===== src/hdl/matrix_vector_transform_4x4_macros.svh =====
// Assertion macros for the 4x4 matrix-vector transform block.
`ifndef MATRIX_VECTOR_TRANSFORM_4X4_MACROS_SVH
`define MATRIX_VECTOR_TRANSFORM_4X4_MACROS_SVH

`ifndef SYNTH

// Same-cycle implication, disabled during reset.
`define MVT_ASSERT_NOW(lbl, clk, rst, ante, cons) \
  lbl: assert property (@(posedge clk) disable iff (rst) (ante) |-> (cons)) \
    else $error("assertion failed: same-cycle implication");

// Next-cycle implication, disabled during reset.
`define MVT_ASSERT_NEXT(lbl, clk, rst, ante, cons) \
  lbl: assert property (@(posedge clk) disable iff (rst) (ante) |=> (cons)) \
    else $error("assertion failed: next-cycle implication");

`else

`define MVT_ASSERT_NOW(lbl, clk, rst, ante, cons)
`define MVT_ASSERT_NEXT(lbl, clk, rst, ante, cons)

`endif

`endif


===== src/hdl/mvt_pkg.sv =====
// Types, constants and codes shared by the matrix-vector transform block.
`default_nettype none
package mvt_pkg;

  localparam int FRAC_BITS = 16;
  localparam int DATA_W    = 32;
  localparam int PROD_W    = 2 * DATA_W;
  localparam int PAIR_W    = PROD_W + 1;
  localparam int SUM_W     = PROD_W + 2;
  localparam int LANES     = 4;
  localparam int ROW_W     = 2;
  localparam int MODE_W    = 2;

  typedef logic signed [DATA_W-1:0] word_t;
  typedef word_t [LANES-1:0]        vec_t;
  typedef vec_t  [LANES-1:0]        mat_t;

  localparam word_t FX_ONE  = DATA_W'(64'(1) << FRAC_BITS);
  localparam word_t FX_ZERO = '0;
  localparam word_t FX_MAX  = {1'b0, {(DATA_W-1){1'b1}}};
  localparam word_t FX_MIN  = {1'b1, {(DATA_W-1){1'b0}}};

  typedef enum logic [MODE_W-1:0] {
    MODE_LOAD = 2'd0,
    MODE_COL  = 2'd1,
    MODE_ROW  = 2'd2
  } mode_t;

  // Per-stage load strobes and operand orientation.
  typedef struct packed {
    logic ld1;
    logic ld2;
    logic ld3;
    logic ld4;
    logic ld5;
    logic row_mode;
  } mvt_ctl_t;

endpackage
`default_nettype wire


===== src/hdl/mvt_matrix.sv =====
// Matrix store: 4x4 register file, row writes, operand fan-out for each lane.
`default_nettype none
module mvt_matrix (
  input  logic                   clk,
  input  logic                   rst,
  input  logic                   wr_en,
  input  logic [mvt_pkg::ROW_W-1:0] wr_row,
  input  mvt_pkg::vec_t          wr_data,
  input  mvt_pkg::mvt_ctl_t      ctl,
  output mvt_pkg::mat_t          ops
);
  import mvt_pkg::*;

  mat_t mat;

  always_ff @(posedge clk) begin
    if (rst) begin
      for (int r = 0; r < LANES; r++) begin
        for (int c = 0; c < LANES; c++) begin
          mat[r][c] <= (r == c) ? FX_ONE : FX_ZERO;
        end
      end
    end else if (wr_en) begin
      mat[wr_row] <= wr_data;
    end
  end

  // Lane l gets row l for the column product, column l for the row product.
  always_comb begin
    for (int l = 0; l < LANES; l++) begin
      for (int k = 0; k < LANES; k++) begin
        ops[l][k] = ctl.row_mode ? mat[k][l] : mat[l][k];
      end
    end
  end

endmodule
`default_nettype wire


===== config.mk =====
export PLATFORM = sky130hd
export DESIGN_NAME = mvt_matrix
export DESIGN_NICKNAME = d
export VERILOG_FILES = /design/src/hdl/matrix_vector_transform_4x4_macros.svh /design/src/hdl/mvt_pkg.sv /design/src/hdl/mvt_matrix.sv
export SDC_FILE = /design/constraint.sdc
export NUM_CORES = 1
export LEC_CHECK = 0
export BUFFER_PORTS_ARGS = -buffer_cell sky130_fd_sc_hd__buf_2
export CORE_AREA = 4 4 249 251
export CTS_CLUSTER_DIAMETER = 30
export DETAILED_ROUTE_END_ITERATION = 12
export DIE_AREA = 0 0 253 255
export PLACE_DENSITY = 0.74
export SYNTH_ARGS = -nofsm -noshare
export SYNTH_HDL_FRONTEND = slang
export SYNTH_SLANG_ARGS = --single-unit
export TNS_END_PERCENT = 30

===== constraint.sdc =====
create_clock -name clk -period 2.3 [get_ports clk]
set_input_delay 0.345 -clock clk [delete_from_list [all_inputs] [get_ports clk]]
set_output_delay 0.345 -clock clk [all_outputs]
set_load 0.01 [all_outputs]

==> impl_metrics.json <==
{
  "status": "complete, no violations",
  "worstRegToRegCells": 2,
  "grt_use_met2_pct": 38.8,
  "place.gp.congestion": 0.893,
  "cp.arrival_ns": 1.52,
  "grt_max_degree": 78,
  "vdd_drop_max_mv": 0.705,
  "syn_inst": 2359,
  "fin_worst_skew_ns": 0,
  "clkLatencyLatePin_ns": 0.62,
  "final_nets": 3025,
  "timing.rr.end": "mat[439]$_SDFFE_PP0P_",
  "vias_per_cell": 5.08,
  "cts_max_level": 3,
  "period_share_pct": 81.2,
  "drive_above_1_share_pct": 43.2,
  "ctsLongestPathBuffers": 3,
  "start_util_pct": 42.8,
  "cts_buffers": 110,
  "synthMuxAreaShare_pct": 36.8,
  "final_cell_count_no_fill": 3770,
  "die_y_um": 255,
  "ys_ff_latch": 512,
  "routedWlPerCell_um": 20.7,
  "final_common_cell": "buf_2",
  "track_usage_pct": 22.7,
  "p_leak_nw": 16.7,
  "rsz0062_at_grt": "false",
  "worst_pin_slew_ns": 0.640,
  "cts_sinks": 512,
  "setup_violations": 0,
  "dpl.cell_count": 3552,
  "clk_pin_slew_worst_paths_ns": 0.05,
  "synth-seq-area-share_pct": 39.9,
  "num_vias": 19100,
  "hold_violations": 0,
  "mostFrequentLayoutCells": "buf_2 (643), nand2b_1 (636), mux2i_1 (512), dfxtp_1 (512), mux2_2 (384)",
  "yosysUniqueCellTypes": 17,
  "core_area_um2": 59900,
  "yosys_warnings": 0,
  "r2r_setup_slack_ns": 1.60,
  "synthXorXnorAreaFrac_pct": 0,
  "setup.worst_path.end": "ops[215]",
  "drt_iter0_drc": 891,
  "final.setup.worst_slack_ns": 0.432,
  "crit_type": "primary input to output pin",
  "grt.busiest_layer": "met2",
  "startpoint_type": "primary input",
  "io_buffers": 645,
  "die-area_um2": 64500,
  "detailed_place_hpwl_mm": 55.3,
  "fin_tns_setup_ns": 0,
  "fin_util_pct": 54.7,
  "max-cap-violations": 0,
  "cts_tree": "done",
  "final_antenna_net_count": 0,
  "die_x_um": 253,
  "remaining_drc_errors": 0,
  "ctsResizeCount": 0,
  "grt_first_pass_wirelength_mm": 116,
  "regToRegStartpoint": "mat[439]$_SDFFE_PP0P_",
  "hold_class": "primary input to flop",
  "cp-end-kind": "output pin",
  "fin_crit_ns": 1.87,
  "post-place-ws_ns": 0.437,
  "grt_util_met3_pct": 5.48,
  "syn_nets": 2498,
  "yosysTopAreaCell": "dfxtp_1",
  "cts-root-buf": "clkbuf_16",
  "use_met1_pct": 27.8,
  "synth_top_family_by_area": "multiplexers",
  "crit_fanout": 32,
  "synth-adder-area-share_pct": 0,
  "maxSlewHeadroom_pct": 57.3,
  "grt_antenna_before_repair": 10,
  "power_density_nw_per_um2": 853,
  "cp-startpoint": "ctl[0]",
  "grt_pass1_vias": 19900,
  "area_growth_pct": 27.7,
  "ys_top_cells_by_area": "dfxtp_1 (40%), mux2i_1 (20%), mux2_2 (17%), nand2b_1 (16%), buf_4 (4.4%)",
  "syn_area_um2": 25700,
  "cp.required_ns": 1.96,
  "syn_avg_cell_area_um2": 10.9,
  "drt-pass1-iter-count": 5,
  "max_freq_ghz": 0.535,
  "num_rows": 90,
  "io_pins": 651,
  "yosysTopAreaCellShare_pct": 39.9,
  "grt_overflow": 0,
  "synth-simple-area-share_pct": 15.8,
  "post_cts_buffers": 0,
  "synth_compound_area_share_pct": 0,
  "finalMaxSlewViolations": 0,
  "drt_wl_total_mm": 78.1
}
worst min-delay path by stage:
stage | start | to | depth (start not counted)
detailed placement | ops[7]$_SDFFE_PP0P_ | ops[7]$_SDFFE_PP0P_ | 2
floorplan | ops[7]$_SDFFE_PP0P_ | ops[7]$_SDFFE_PP0P_ | 2
CTS | wr_data[115] | ops[499]$_SDFFE_PP0P_ | 3
global placement | ops[160]$_SDFFE_PP0P_ | ops[160]$_SDFFE_PP0P_ | 2
finish | wr_data[115] | ops[499]$_SDFFE_PP0P_ | 3
global route | wr_data[115] | ops[499]$_SDFFE_PP0P_ | 3
cell type report:
| class | count | area (µm²) |
|---|---|---|
| Multi-Input combinational cell | 1546 | 13500 |
| Clock inverter | 59 | 744 |
| Antenna cell | 8 | 20.0 |
| Sequential cell | 512 | 10200 |
| Timing Repair Buffer | 716 | 4170 |
| Fill cell | 5036 | 27100 |
| Clock buffer | 147 | 3080 |
| Tap cell | 782 | 978 |
where the power goes:
group	switching, mW	leakage, nW	internal, mW
combinational	1.34	10.7	1.19
clock	5.22	1.86	10.8
sequential	0.223	4.16	9.22
cell usage after synthesis:
| master | n |
|---|---|
| and3b_2 | 1 |
| buf_6 | 7 |
| mux2_2 | 384 |
| nor3b_2 | 1 |
| nor2_1 | 8 |
| nand3b_1 | 2 |
| nand2b_1 | 636 |
| dfxtp_1 | 512 |
| clkbuf_1 | 64 |
| clkbuf_2 | 3 |
| buf_2 | 70 |
| nand3_1 | 1 |
| buf_4 | 152 |
| buf_8 | 3 |
| buf_12 | 2 |
| mux2i_1 | 512 |
| or3b_1 | 1 |
metrics by stage:
stage	hold slack [ns]	total power, mW	cell area [µm²]
floorplan	0.449	11.2	25700
global placement	0.458	12.0	28900
detailed placement	0.458	12.1	28900
CTS	0.0153	28.1	32800
global route	0.0482	28.8	32800
finish	0.0626	28.0	32800
critical path, stage by stage:
cell and delay, ns:
buf_8 0.14, buf_12 0.21, buf_12 0.23, mux2_2 0.38, buf_2 0.14
routing by layer:
metal | up-vias | part of all wire, % | wire [µm]
li1 | 8969 | - | -
met1 | 9347 | 42 | 32400
met2 | 638 | 49 | 37900
met3 | 180 | 6.1 | 4800
met4 | 4 | 3.7 | 2900
met5 | - | 0.035 | 27
sequential cells by signal, indices dropped and copies added, names as in the netlist:
| signal | cells |
|---|---|
| ops | 128 |
| mat | 384 |
repair_timing:
action                     4_1_cts  5_1_grt
hold endpoints to repair         4        0
hold buffers                     4        0
setup endpoints to repair        0        0
cells by family (layout without fill, tap and decap cells):
group / after synthesis / count (layout)
and+or+nand+nor: 650 / 650
buffers and inverters: 301 / 922
other: 0 / 8
DFF: 512 / 512
muxes: 896 / 896
No activity file was read; power rests on OpenSTA's default activity.
