**src/hdl/matrix_vector_transform_4x4_macros.svh**
```systemverilog
// Assertion macros for the 4x4 matrix-vector transform block.
`ifndef MATRIX_VECTOR_TRANSFORM_4X4_MACROS_SVH
`define MATRIX_VECTOR_TRANSFORM_4X4_MACROS_SVH

`ifndef SYNTH

// Same-cycle implication, disabled during reset.
`define MVT_ASSERT_NOW(lbl, clk, rst, ante, cons) \
  lbl: assert property (@(posedge clk) disable iff (rst) (ante) |-> (cons)) \
    else $error("assertion failed: same-cycle implication");

// Next-cycle implication, disabled during reset.
`define MVT_ASSERT_NEXT(lbl, clk, rst, ante, cons) \
  lbl: assert property (@(posedge clk) disable iff (rst) (ante) |=> (cons)) \
    else $error("assertion failed: next-cycle implication");

`else

`define MVT_ASSERT_NOW(lbl, clk, rst, ante, cons)
`define MVT_ASSERT_NEXT(lbl, clk, rst, ante, cons)

`endif

`endif

```
**src/hdl/mvt_pkg.sv**
```systemverilog
// Types, constants and codes shared by the matrix-vector transform block.
`default_nettype none
package mvt_pkg;

  localparam int FRAC_BITS = 16;
  localparam int DATA_W    = 32;
  localparam int PROD_W    = 2 * DATA_W;
  localparam int PAIR_W    = PROD_W + 1;
  localparam int SUM_W     = PROD_W + 2;
  localparam int LANES     = 4;
  localparam int ROW_W     = 2;
  localparam int MODE_W    = 2;

  typedef logic signed [DATA_W-1:0] word_t;
  typedef word_t [LANES-1:0]        vec_t;
  typedef vec_t  [LANES-1:0]        mat_t;

  localparam word_t FX_ONE  = DATA_W'(64'(1) << FRAC_BITS);
  localparam word_t FX_ZERO = '0;
  localparam word_t FX_MAX  = {1'b0, {(DATA_W-1){1'b1}}};
  localparam word_t FX_MIN  = {1'b1, {(DATA_W-1){1'b0}}};

  typedef enum logic [MODE_W-1:0] {
    MODE_LOAD = 2'd0,
    MODE_COL  = 2'd1,
    MODE_ROW  = 2'd2
  } mode_t;

  // Per-stage load strobes and operand orientation.
  typedef struct packed {
    logic ld1;
    logic ld2;
    logic ld3;
    logic ld4;
    logic ld5;
    logic row_mode;
  } mvt_ctl_t;

endpackage
`default_nettype wire

```
**src/hdl/mvt_out_if.sv**
```systemverilog
// Output channel: transformed vectors.
`default_nettype none
interface mvt_out_if;
  import mvt_pkg::*;

  logic  valid;
  logic  ready;
  word_t out_0;
  word_t out_1;
  word_t out_2;
  word_t out_3;
  logic  saturated;

  modport source (output valid, out_0, out_1, out_2, out_3, saturated, input ready);
  modport sink   (input valid, out_0, out_1, out_2, out_3, saturated, output ready);
endinterface
`default_nettype wire

```
**src/hdl/mvt_merge.sv**
```systemverilog
// Merge stage: collects lane results and the saturation flag into the output register.
`default_nettype none
module mvt_merge (
  input  logic                       clk,
  input  logic                       rst,
  input  mvt_pkg::mvt_ctl_t          ctl,
  input  mvt_pkg::vec_t              lane_out,
  input  logic [mvt_pkg::LANES-1:0]  lane_sat,
  mvt_out_if.source                  res
);
  import mvt_pkg::*;

  always_ff @(posedge clk) begin
    if (rst) begin
      res.valid <= 1'b0;
    end else if (ctl.ld5) begin
      res.valid <= 1'b1;
    end else if (res.ready) begin
      res.valid <= 1'b0;
    end
  end

  always_ff @(posedge clk) begin
    if (ctl.ld5) begin
      res.out_0     <= lane_out[0];
      res.out_1     <= lane_out[1];
      res.out_2     <= lane_out[2];
      res.out_3     <= lane_out[3];
      res.saturated <= |lane_sat;
    end
  end

endmodule
`default_nettype wire

```
**src/flat_wrapper.sv**
```systemverilog
// flat-port wrapper written by rule: the top's interface ports become plain ports
module mvt_merge_flat import mvt_pkg::*;
  (clk, rst, ctl, lane_out, lane_sat, res_valid, res_out_0, res_out_1, res_out_2, res_out_3, res_saturated, res_ready);
  mvt_out_if res_i ();
  input  logic clk;
  input  logic rst;
  input  mvt_pkg::mvt_ctl_t ctl;
  input  mvt_pkg::vec_t lane_out;
  input  logic [mvt_pkg::LANES-1:0] lane_sat;
  output wire logic [$bits(res_i.valid)-1:0] res_valid;
  output wire logic [$bits(res_i.out_0)-1:0] res_out_0;
  output wire logic [$bits(res_i.out_1)-1:0] res_out_1;
  output wire logic [$bits(res_i.out_2)-1:0] res_out_2;
  output wire logic [$bits(res_i.out_3)-1:0] res_out_3;
  output wire logic [$bits(res_i.saturated)-1:0] res_saturated;
  input wire logic [$bits(res_i.ready)-1:0] res_ready;
  assign res_valid = res_i.valid;
  assign res_out_0 = res_i.out_0;
  assign res_out_1 = res_i.out_1;
  assign res_out_2 = res_i.out_2;
  assign res_out_3 = res_i.out_3;
  assign res_saturated = res_i.saturated;
  assign res_i.ready = res_ready;
  mvt_merge u_core (.clk(clk), .rst(rst), .ctl(ctl), .lane_out(lane_out), .lane_sat(lane_sat), .res(res_i));
endmodule
```
**config.mk**
```make
export PLATFORM = sky130hd
export DESIGN_NAME = mvt_merge_flat
export DESIGN_NICKNAME = d
export VERILOG_FILES = /design/src/hdl/matrix_vector_transform_4x4_macros.svh /design/src/hdl/mvt_pkg.sv /design/src/hdl/mvt_out_if.sv /design/src/hdl/mvt_merge.sv /design/src/flat_wrapper.sv
export SDC_FILE = /design/constraint.sdc
export NUM_CORES = 1
export LEC_CHECK = 0
export BUFFER_PORTS_ARGS = -buffer_cell sky130_fd_sc_hd__buf_2
export CAP_MARGIN = 20
export CORE_AREA = 2 2 105 107
export CTS_BUF_LIST = sky130_fd_sc_hd__clkbuf_4 sky130_fd_sc_hd__clkbuf_8
export DETAILED_ROUTE_END_ITERATION = 8
export DIE_AREA = 0 0 107 109
export HOLD_SLACK_MARGIN = 0.08
export PLACE_DENSITY = 0.82
export SYNTH_ARGS = -nofsm -noshare
export SYNTH_HDL_FRONTEND = slang
export SYNTH_SLANG_ARGS = --single-unit
```
**constraint.sdc**
```tcl
create_clock -name clk -period 2.6 [get_ports clk]
set_input_delay 0.52 -clock clk [delete_from_list [all_inputs] [get_ports clk]]
set_output_delay 0.52 -clock clk [all_outputs]
set_load 0.02 [all_outputs]
```
==> flow_summary.rst, run 1 <==
.. list-table::
   :header-rows: 1

   * - Metric
     - Value
   * - Fraction of layout instances using a drive strength above 1
     - about two thirds
   * - Clock insertion delay at the later pin of the skew report
     - between 0.4 and 0.5 ns
   * - Register clock-pin slew on the reported worst setup and hold paths
     - 0.07 ns
   * - Die Y-Extent
     - ~110 um
   * - Buffering stage count on the worst path with inverters included
     - 1
   * - Post-cts repair resize count
     - 0
   * - Largest delay contributor family on the critical path
     - flip-flops
   * - Count of TritonRoute iterations in the first routing pass
     - 4
   * - Final number of hold-violating endpoints
     - 0
   * - Final HPWL DP
     - 6580 um
   * - Post-synth net total
     - approximately 280
   * - Post-Synthesis Cells
     - 134
   * - Number of top-level pins
     - 271
   * - Yosys warnings
     - 0
   * - Fin Clk Skew
     - 0 ns
   * - Maximum number of buffers from clock root to sink
     - 2
   * - Arrival time at the worst endpoint
     - roughly 0.99 ns
   * - Sequential element share of the synthesized area
     - between 90 and 100%
   * - Worst vdd ir
     - slightly above 600 uV
   * - Part of the total power dissipated in sequential elements
     - between 50% and 60%
   * - Sink Count
     - 130
   * - Vias per inst
     - about 4.2
   * - Clock period minus worst slack
     - 1.51 ns
   * - Maximum clock rate
     - 663 MHz
   * - Share of total power in the clock network
     - between 30% and 40%
   * - Final Wtd Congestion
     - 0.744
   * - Remaining number of nets flagged by the antenna check after routing
     - 0
   * - Nets
     - roughly 560
   * - Count of non-filler cells in the finished layout
     - about 570
   * - First-pass GRT wire length
     - roughly 12,000 um
   * - Root cell of the clock tree
     - sky130_fd_sc_hd__clkbuf_8
   * - Unrepaired setup endpoints after global routing
     - false
   * - Cell leakage power
     - roughly 2.6 nW
   * - Placed Cells incl. Taps
     - roughly 540
   * - Cell with the largest stage delay on the worst path
     - sky130_fd_sc_hd__edfxtp_1
   * - Number of port buffers
     - between 200 and 300
   * - All-Layer GR Usage
     - ~14%
   * - Hold bufs inserted after CTS
     - 0
   * - Actual slew at the worst max-slew pin
     - just over 0.8 ns
   * - Endpoint kind of the worst setup timing path
     - output pin
   * - Critical path startpoint category
     - flop
   * - Result of the run
     - finished, final reports clean
   * - Vias after detailed routing
     - ~2,400
   * - Width of the die
     - 107 um
   * - Pins Over Slew Limit
     - 0
   * - Register bit count reported by yosys
     - between 100 and 150
   * - Rel. slew slack
     - roughly 46%
   * - Fin Setup TNS
     - 0 ns
   * - Cell-by-cell trace of the critical path
     - buf_2
   * - Largest net degree at the start of global routing
     - 67
   * - Critical path's largest stage delay
     - ~0.40 ns
   * - H-tree levels
     - 4
   * - Vias in the first global route
     - 2,386
   * - Critical path class
     - flop to output pin
   * - Mean cell area of the mapped netlist
     - 29.2 um2
   * - Maximum capacitance violations
     - 0
   * - Per-cell routed wire length
     - ~15 um
   * - Global route total overflow
     - 0
   * - Switching power of the nets
     - between 1 and 1.5 mW
   * - Minimum setup slack among reg-to-reg paths
     - roughly 2.0 ns
   * - Placement row count
     - 38
   * - Number of unique standard cell types used by synthesis
     - 6
   * - Proportion of power drawn by combinational gates
     - 10.5%
   * - Tightest Hold Check Type
     - input port to flop
   * - Final number of setup-violating endpoints
     - 0
   * - Final wirelength
     - ~8700 um
   * - Netlist Area Pre-Place
     - 3920 um2
   * - Critical path fanouts, max
     - 1
   * - Number of clock buffers inserted by TritonCTS
     - 17
   * - Diodes inserted
     - 0
   * - Top library cells by usage in the layout, fill and taps aside
     - sky130_fd_sc_hd__buf_2 (264), sky130_fd_sc_hd__edfxtp_1 (129), sky130_fd_sc_hd__clkbuf_8 (17)
   * - Required @ worst endpoint
     - between 2 and 2.5 ns
   * - Full die area
     - 11,700 um2
   * - Initial cell density of the core
     - around 37%
   * - # Post-CTS Setup Buffers
     - 0
   * - Sw Ratio
     - around 22%
   * - Most common library cell in the layout ignoring fill and taps
     - sky130_fd_sc_hd__buf_2
   * - Area Overhead vs Synth
     - 50.3%
   * - Power density of the placed cells
     - 834 nW/um2
   * - Number of remaining DRC errors
     - 0
   * - CTS tree
     - built
   * - Core Area
     - 10,600 um2
   * - Share of the cycle needed by the critical path after routing
     - about 58%
   * - Number of antenna violations at the first check in global routing
     - 0
   * - Total internal power
     - between 3 and 4 mW
   * - Number of design-rule violations left by the first detailed-router iteration
     - 84
## synth_stat cells
| library cell | n | area (um2) |
|---|---|---|
| sky130_fd_sc_hd__or4_1 | 1 | 7.51 |
| sky130_fd_sc_hd__nand2b_1 | 1 | 6.26 |
| sky130_fd_sc_hd__inv_1 | 1 | 3.75 |
| sky130_fd_sc_hd__edfxtp_1 | 129 | 3870 |
| sky130_fd_sc_hd__dfxtp_1 | 1 | 20.0 |
| sky130_fd_sc_hd__a21oi_1 | 1 | 5.00 |
## through the flow
step	area (um2)	hold WS (ns)	total power, mW	utilization (%)	worst slack, ns
after global placement	5450	0.453	3.08	51.4	0.975
after floorplan	3920	0.541	2.80	-	1.32
after detailed placement	5450	0.472	3.09	51.4	0.932
after CTS	5890	0.233	4.97	55.5	1.03
after global routing	5890	0.226	5.08	55.5	1.01
final	5890	0.265	4.91	55.5	1.09
## cell type report
| type | count | area, um2 |
|---|---|---|
| fillers | 849 | 4720 |
| flip-flops and latches | 130 | 3890 |
| repair buffers | 267 | 1360 |
| clock buffers | 19 | 249 |
| clock inverters | 13 | 190 |
| well taps | 140 | 175 |
| multi-input cells | 3 | 18.8 |
| inverters | 1 | 3.75 |
## layer usage
| metal | up-vias | global-route usage (%) | wire, um |
|---|---|---|---|
| met5 | - | 0 | 0 |
| li1 | 1119 | - | - |
| met4 | 0 | 7.51 | 127 |
| met2 | 162 | 24.6 | 4520 |
| met1 | 1112 | 15.1 | 3250 |
| met3 | 9 | 6.40 | 852 |
## path summary, 6_finish.rpt
path | start | to | cells after the start
min reg2reg | u_core.res.valid | u_core.res.valid | 2
max reg2reg | u_core.res.valid | u_core.res.valid | 2
max | u_core.res.out_3[4] | res_out_3[4] | 1
min | rst | u_core.res.valid | 2
## power by group through the flow
stage	clock (mW)	combinational, mW	sequential (mW)
2_1_floorplan	0	0.00149	2.79
6_report	1.87	0.514	2.53
5_1_grt	2.00	0.544	2.54
3_3_place_gp	0	0.511	2.57
3_5_place_dp	0	0.519	2.57
4_1_cts	1.92	0.520	2.53
## logic make-up after synthesis
logic type	Yosys count	synth area share, %
buffers and inverters	1	0.0958
flip-flops	130	99.4
AND/OR/NAND/NOR	2	0.352
AO/OA/AOI/OAI	1	0.128
## state kept, by name (all words and copies together), names as in the netlist
name / cells
u_core.res.out_1: 32
u_core.res.saturated: 1
u_core.res.valid: 1
u_core.res.out_2: 32
u_core.res.out_3: 32
u_core.res.out_0: 32
Power figures use the tool's default switching activity.
==> inputs of run 2 (changes only) <==
CORE_AREA = 2 2 106 108   (was 2 2 105 107)
DIE_AREA = 0 0 108 110   (was 0 0 107 109)
PLACE_DENSITY = 0.81   (was 0.82)
clock period = 1.4 ns   (was 2.6 ns; I/O delays follow)
==> flow_summary.rst, run 2 <==
.. list-table::
   :header-rows: 1

   * - Metric
     - Value
   * - Placement row count
     - 38 (unchanged)
   * - Number of synthesized flops with an enable pin
     - 129 (unchanged)
   * - Number of port buffers
     - 265 (unchanged)
   * - Die Y-Extent
     - 110 um (+0.92%)
   * - Number of top-level pins
     - 271 (unchanged)
   * - Fraction of post-synthesis cell area in the top cell type by area
     - 98.9% (unchanged)
   * - Hold bufs inserted after CTS
     - 116 (+116)
   * - Post-Synthesis Cells
     - 134 (unchanged)
   * - Root cell of the clock tree
     - sky130_fd_sc_hd__clkbuf_8
   * - Final HPWL DP
     - 6700 um (+1.8%)
   * - Mean cell area of the mapped netlist
     - 29.2 um2 (unchanged)
   * - H-tree levels
     - 4 (unchanged)
   * - Result of the run
     - did not finish
   * - Post-synth net total
     - 275 (unchanged)
   * - Largest area contributor in the netlist
     - sky130_fd_sc_hd__edfxtp_1
   * - Number of clock buffers inserted by TritonCTS
     - 17 (unchanged)
   * - Most used flip-flop cell after synthesis
     - sky130_fd_sc_hd__edfxtp_1
   * - Fraction of registers with async set/reset
     - 0% (unchanged)
   * - Last flow stage reached
     - clock tree synthesis (4_1_cts)
   * - Initial cell density of the core
     - 36.6% (-0.33 points)
   * - Yosys warnings
     - 0 (unchanged)
   * - Post-cts repair resize count
     - 0 (unchanged)
   * - Sequential element share of the synthesized area
     - 99.4% (unchanged)
   * - Netlist Area Pre-Place
     - 3920 um2 (unchanged)
   * - Sink Count
     - 130 (unchanged)
   * - Cells taking the most area after synthesis
     - sky130_fd_sc_hd__edfxtp_1 (99%), sky130_fd_sc_hd__dfxtp_1 (0.51%), sky130_fd_sc_hd__or4_1 (0.19%)
   * - Maximum number of buffers from clock root to sink
     - 2 (unchanged)
   * - Width of the die
     - 108 um (+0.93%)
   * - Final Wtd Congestion
     - 0.720 (-3.3%)
   * - Register bit count reported by yosys
     - 130 (unchanged)
   * - # Post-CTS Setup Buffers
     - 0 (unchanged)
   * - First error line in the log
     - [ERROR RSZ-0060] Max buffer count reached.
   * - Most common cell in the netlist
     - sky130_fd_sc_hd__edfxtp_1
   * - Number of unique standard cell types used by synthesis
     - 6 (unchanged)
## run 2: cell counts after synthesis
Identical to the previous run, type by type.
## run 2: cell families after synthesis
logic type      count (synthesis)  share of synthesized area [%]
flops                         130                           99.4
simple gates                    2                          0.352
compound gates                  1                          0.128
buf+inv                         1                         0.0958
## run 2: per-stage QoR
step                std cells  area [um2]  worst slack [ns]  hold slack (ns)  util [%]
detailed placement        544        5480             0.217            0.435      51.3
floorplan                 134        3920             0.357            0.349         -
global placement          544        5480             0.247            0.436      51.3
==> inputs of run 3 (changes only) <==
CORE_AREA = not set   (was 2 2 106 108)
CORE_UTILIZATION = 35   (was not set)
CTS_BUF_LIST = not set   (was sky130_fd_sc_hd__clkbuf_4 sky130_fd_sc_hd__clkbuf_8)
DIE_AREA = not set   (was 0 0 108 110)
HOLD_SLACK_MARGIN = not set   (was 0.08)
PLACE_DENSITY = not set   (was 0.81)
PLACE_DENSITY_LB_ADDON = 0.15   (was not set)
==> flow_summary.rst, run 3 <==
.. list-table::
   :header-rows: 1

   * - Metric
     - Value
   * - Result of the run
     - did not finish
   * - Last flow stage reached
     - clock tree synthesis (4_1_cts)
   * - First error line in the log
     - [ERROR RSZ-0060] Max buffer count reached.
   * - Most common cell in the netlist
     - sky130_fd_sc_hd__edfxtp_1
   * - Largest area contributor in the netlist
     - sky130_fd_sc_hd__edfxtp_1
   * - Mean cell area of the mapped netlist
     - 29.2 um2 (unchanged)
   * - Width of the die
     - 108 um (-0.20%)
   * - Netlist Area Pre-Place
     - 3920 um2 (unchanged)
   * - Post-cts repair resize count
     - 0 (unchanged)
   * - # Post-CTS Setup Buffers
     - 0 (unchanged)
   * - Final HPWL DP
     - 6600 um (-1.4%)
   * - Root cell of the clock tree
     - sky130_fd_sc_hd__clkbuf_8
   * - Number of top-level pins
     - 271 (unchanged)
   * - Number of synthesized flops with an enable pin
     - 129 (unchanged)
   * - Hold bufs inserted after CTS
     - 116 (unchanged)
   * - Number of clock buffers inserted by TritonCTS
     - 17 (unchanged)
   * - Post-synth net total
     - 275 (unchanged)
   * - Most used flip-flop cell after synthesis
     - sky130_fd_sc_hd__edfxtp_1
   * - Maximum number of buffers from clock root to sink
     - 2 (unchanged)
   * - Cells taking the most area after synthesis
     - sky130_fd_sc_hd__edfxtp_1 (99%), sky130_fd_sc_hd__dfxtp_1 (0.51%), sky130_fd_sc_hd__or4_1 (0.19%)
   * - Initial cell density of the core
     - 36.0% (-0.64 points)
   * - Die Y-Extent
     - 108 um (-2.0%)
   * - Number of port buffers
     - 265 (unchanged)
   * - Placement row count
     - 38 (unchanged)
   * - Yosys warnings
     - 0 (unchanged)
   * - Fraction of registers with async set/reset
     - 0% (unchanged)
   * - Fraction of post-synthesis cell area in the top cell type by area
     - 98.9% (unchanged)
   * - Sink Count
     - 130 (unchanged)
   * - Number of unique standard cell types used by synthesis
     - 6 (unchanged)
   * - Register bit count reported by yosys
     - 130 (unchanged)
   * - Sequential element share of the synthesized area
     - 99.4% (unchanged)
   * - Placed Instance Area
     - 5500 um2 (+0.37%)
   * - H-tree levels
     - 4 (unchanged)
   * - Post-Synthesis Cells
     - 134 (unchanged)
   * - Final Wtd Congestion
     - 0.755 (+4.9%)
[run 3: cell counts after synthesis]
No cell type changed its count.
[run 3: per-stage QoR]
step / hold WS, ns / std cells / setup slack (ns)
after floorplan: 0.349 / 134 / 0.357
after global placement: 0.435 / 545 / 0.256
after detailed placement: 0.444 / 545 / 0.230
[run 3: logic make-up after synthesis]
logic type      count (synthesis)  synth area share [%]
simple gates                    2                 0.352
flops                         130                  99.4
compound gates                  1                 0.128
buf+inv                         1                0.0958
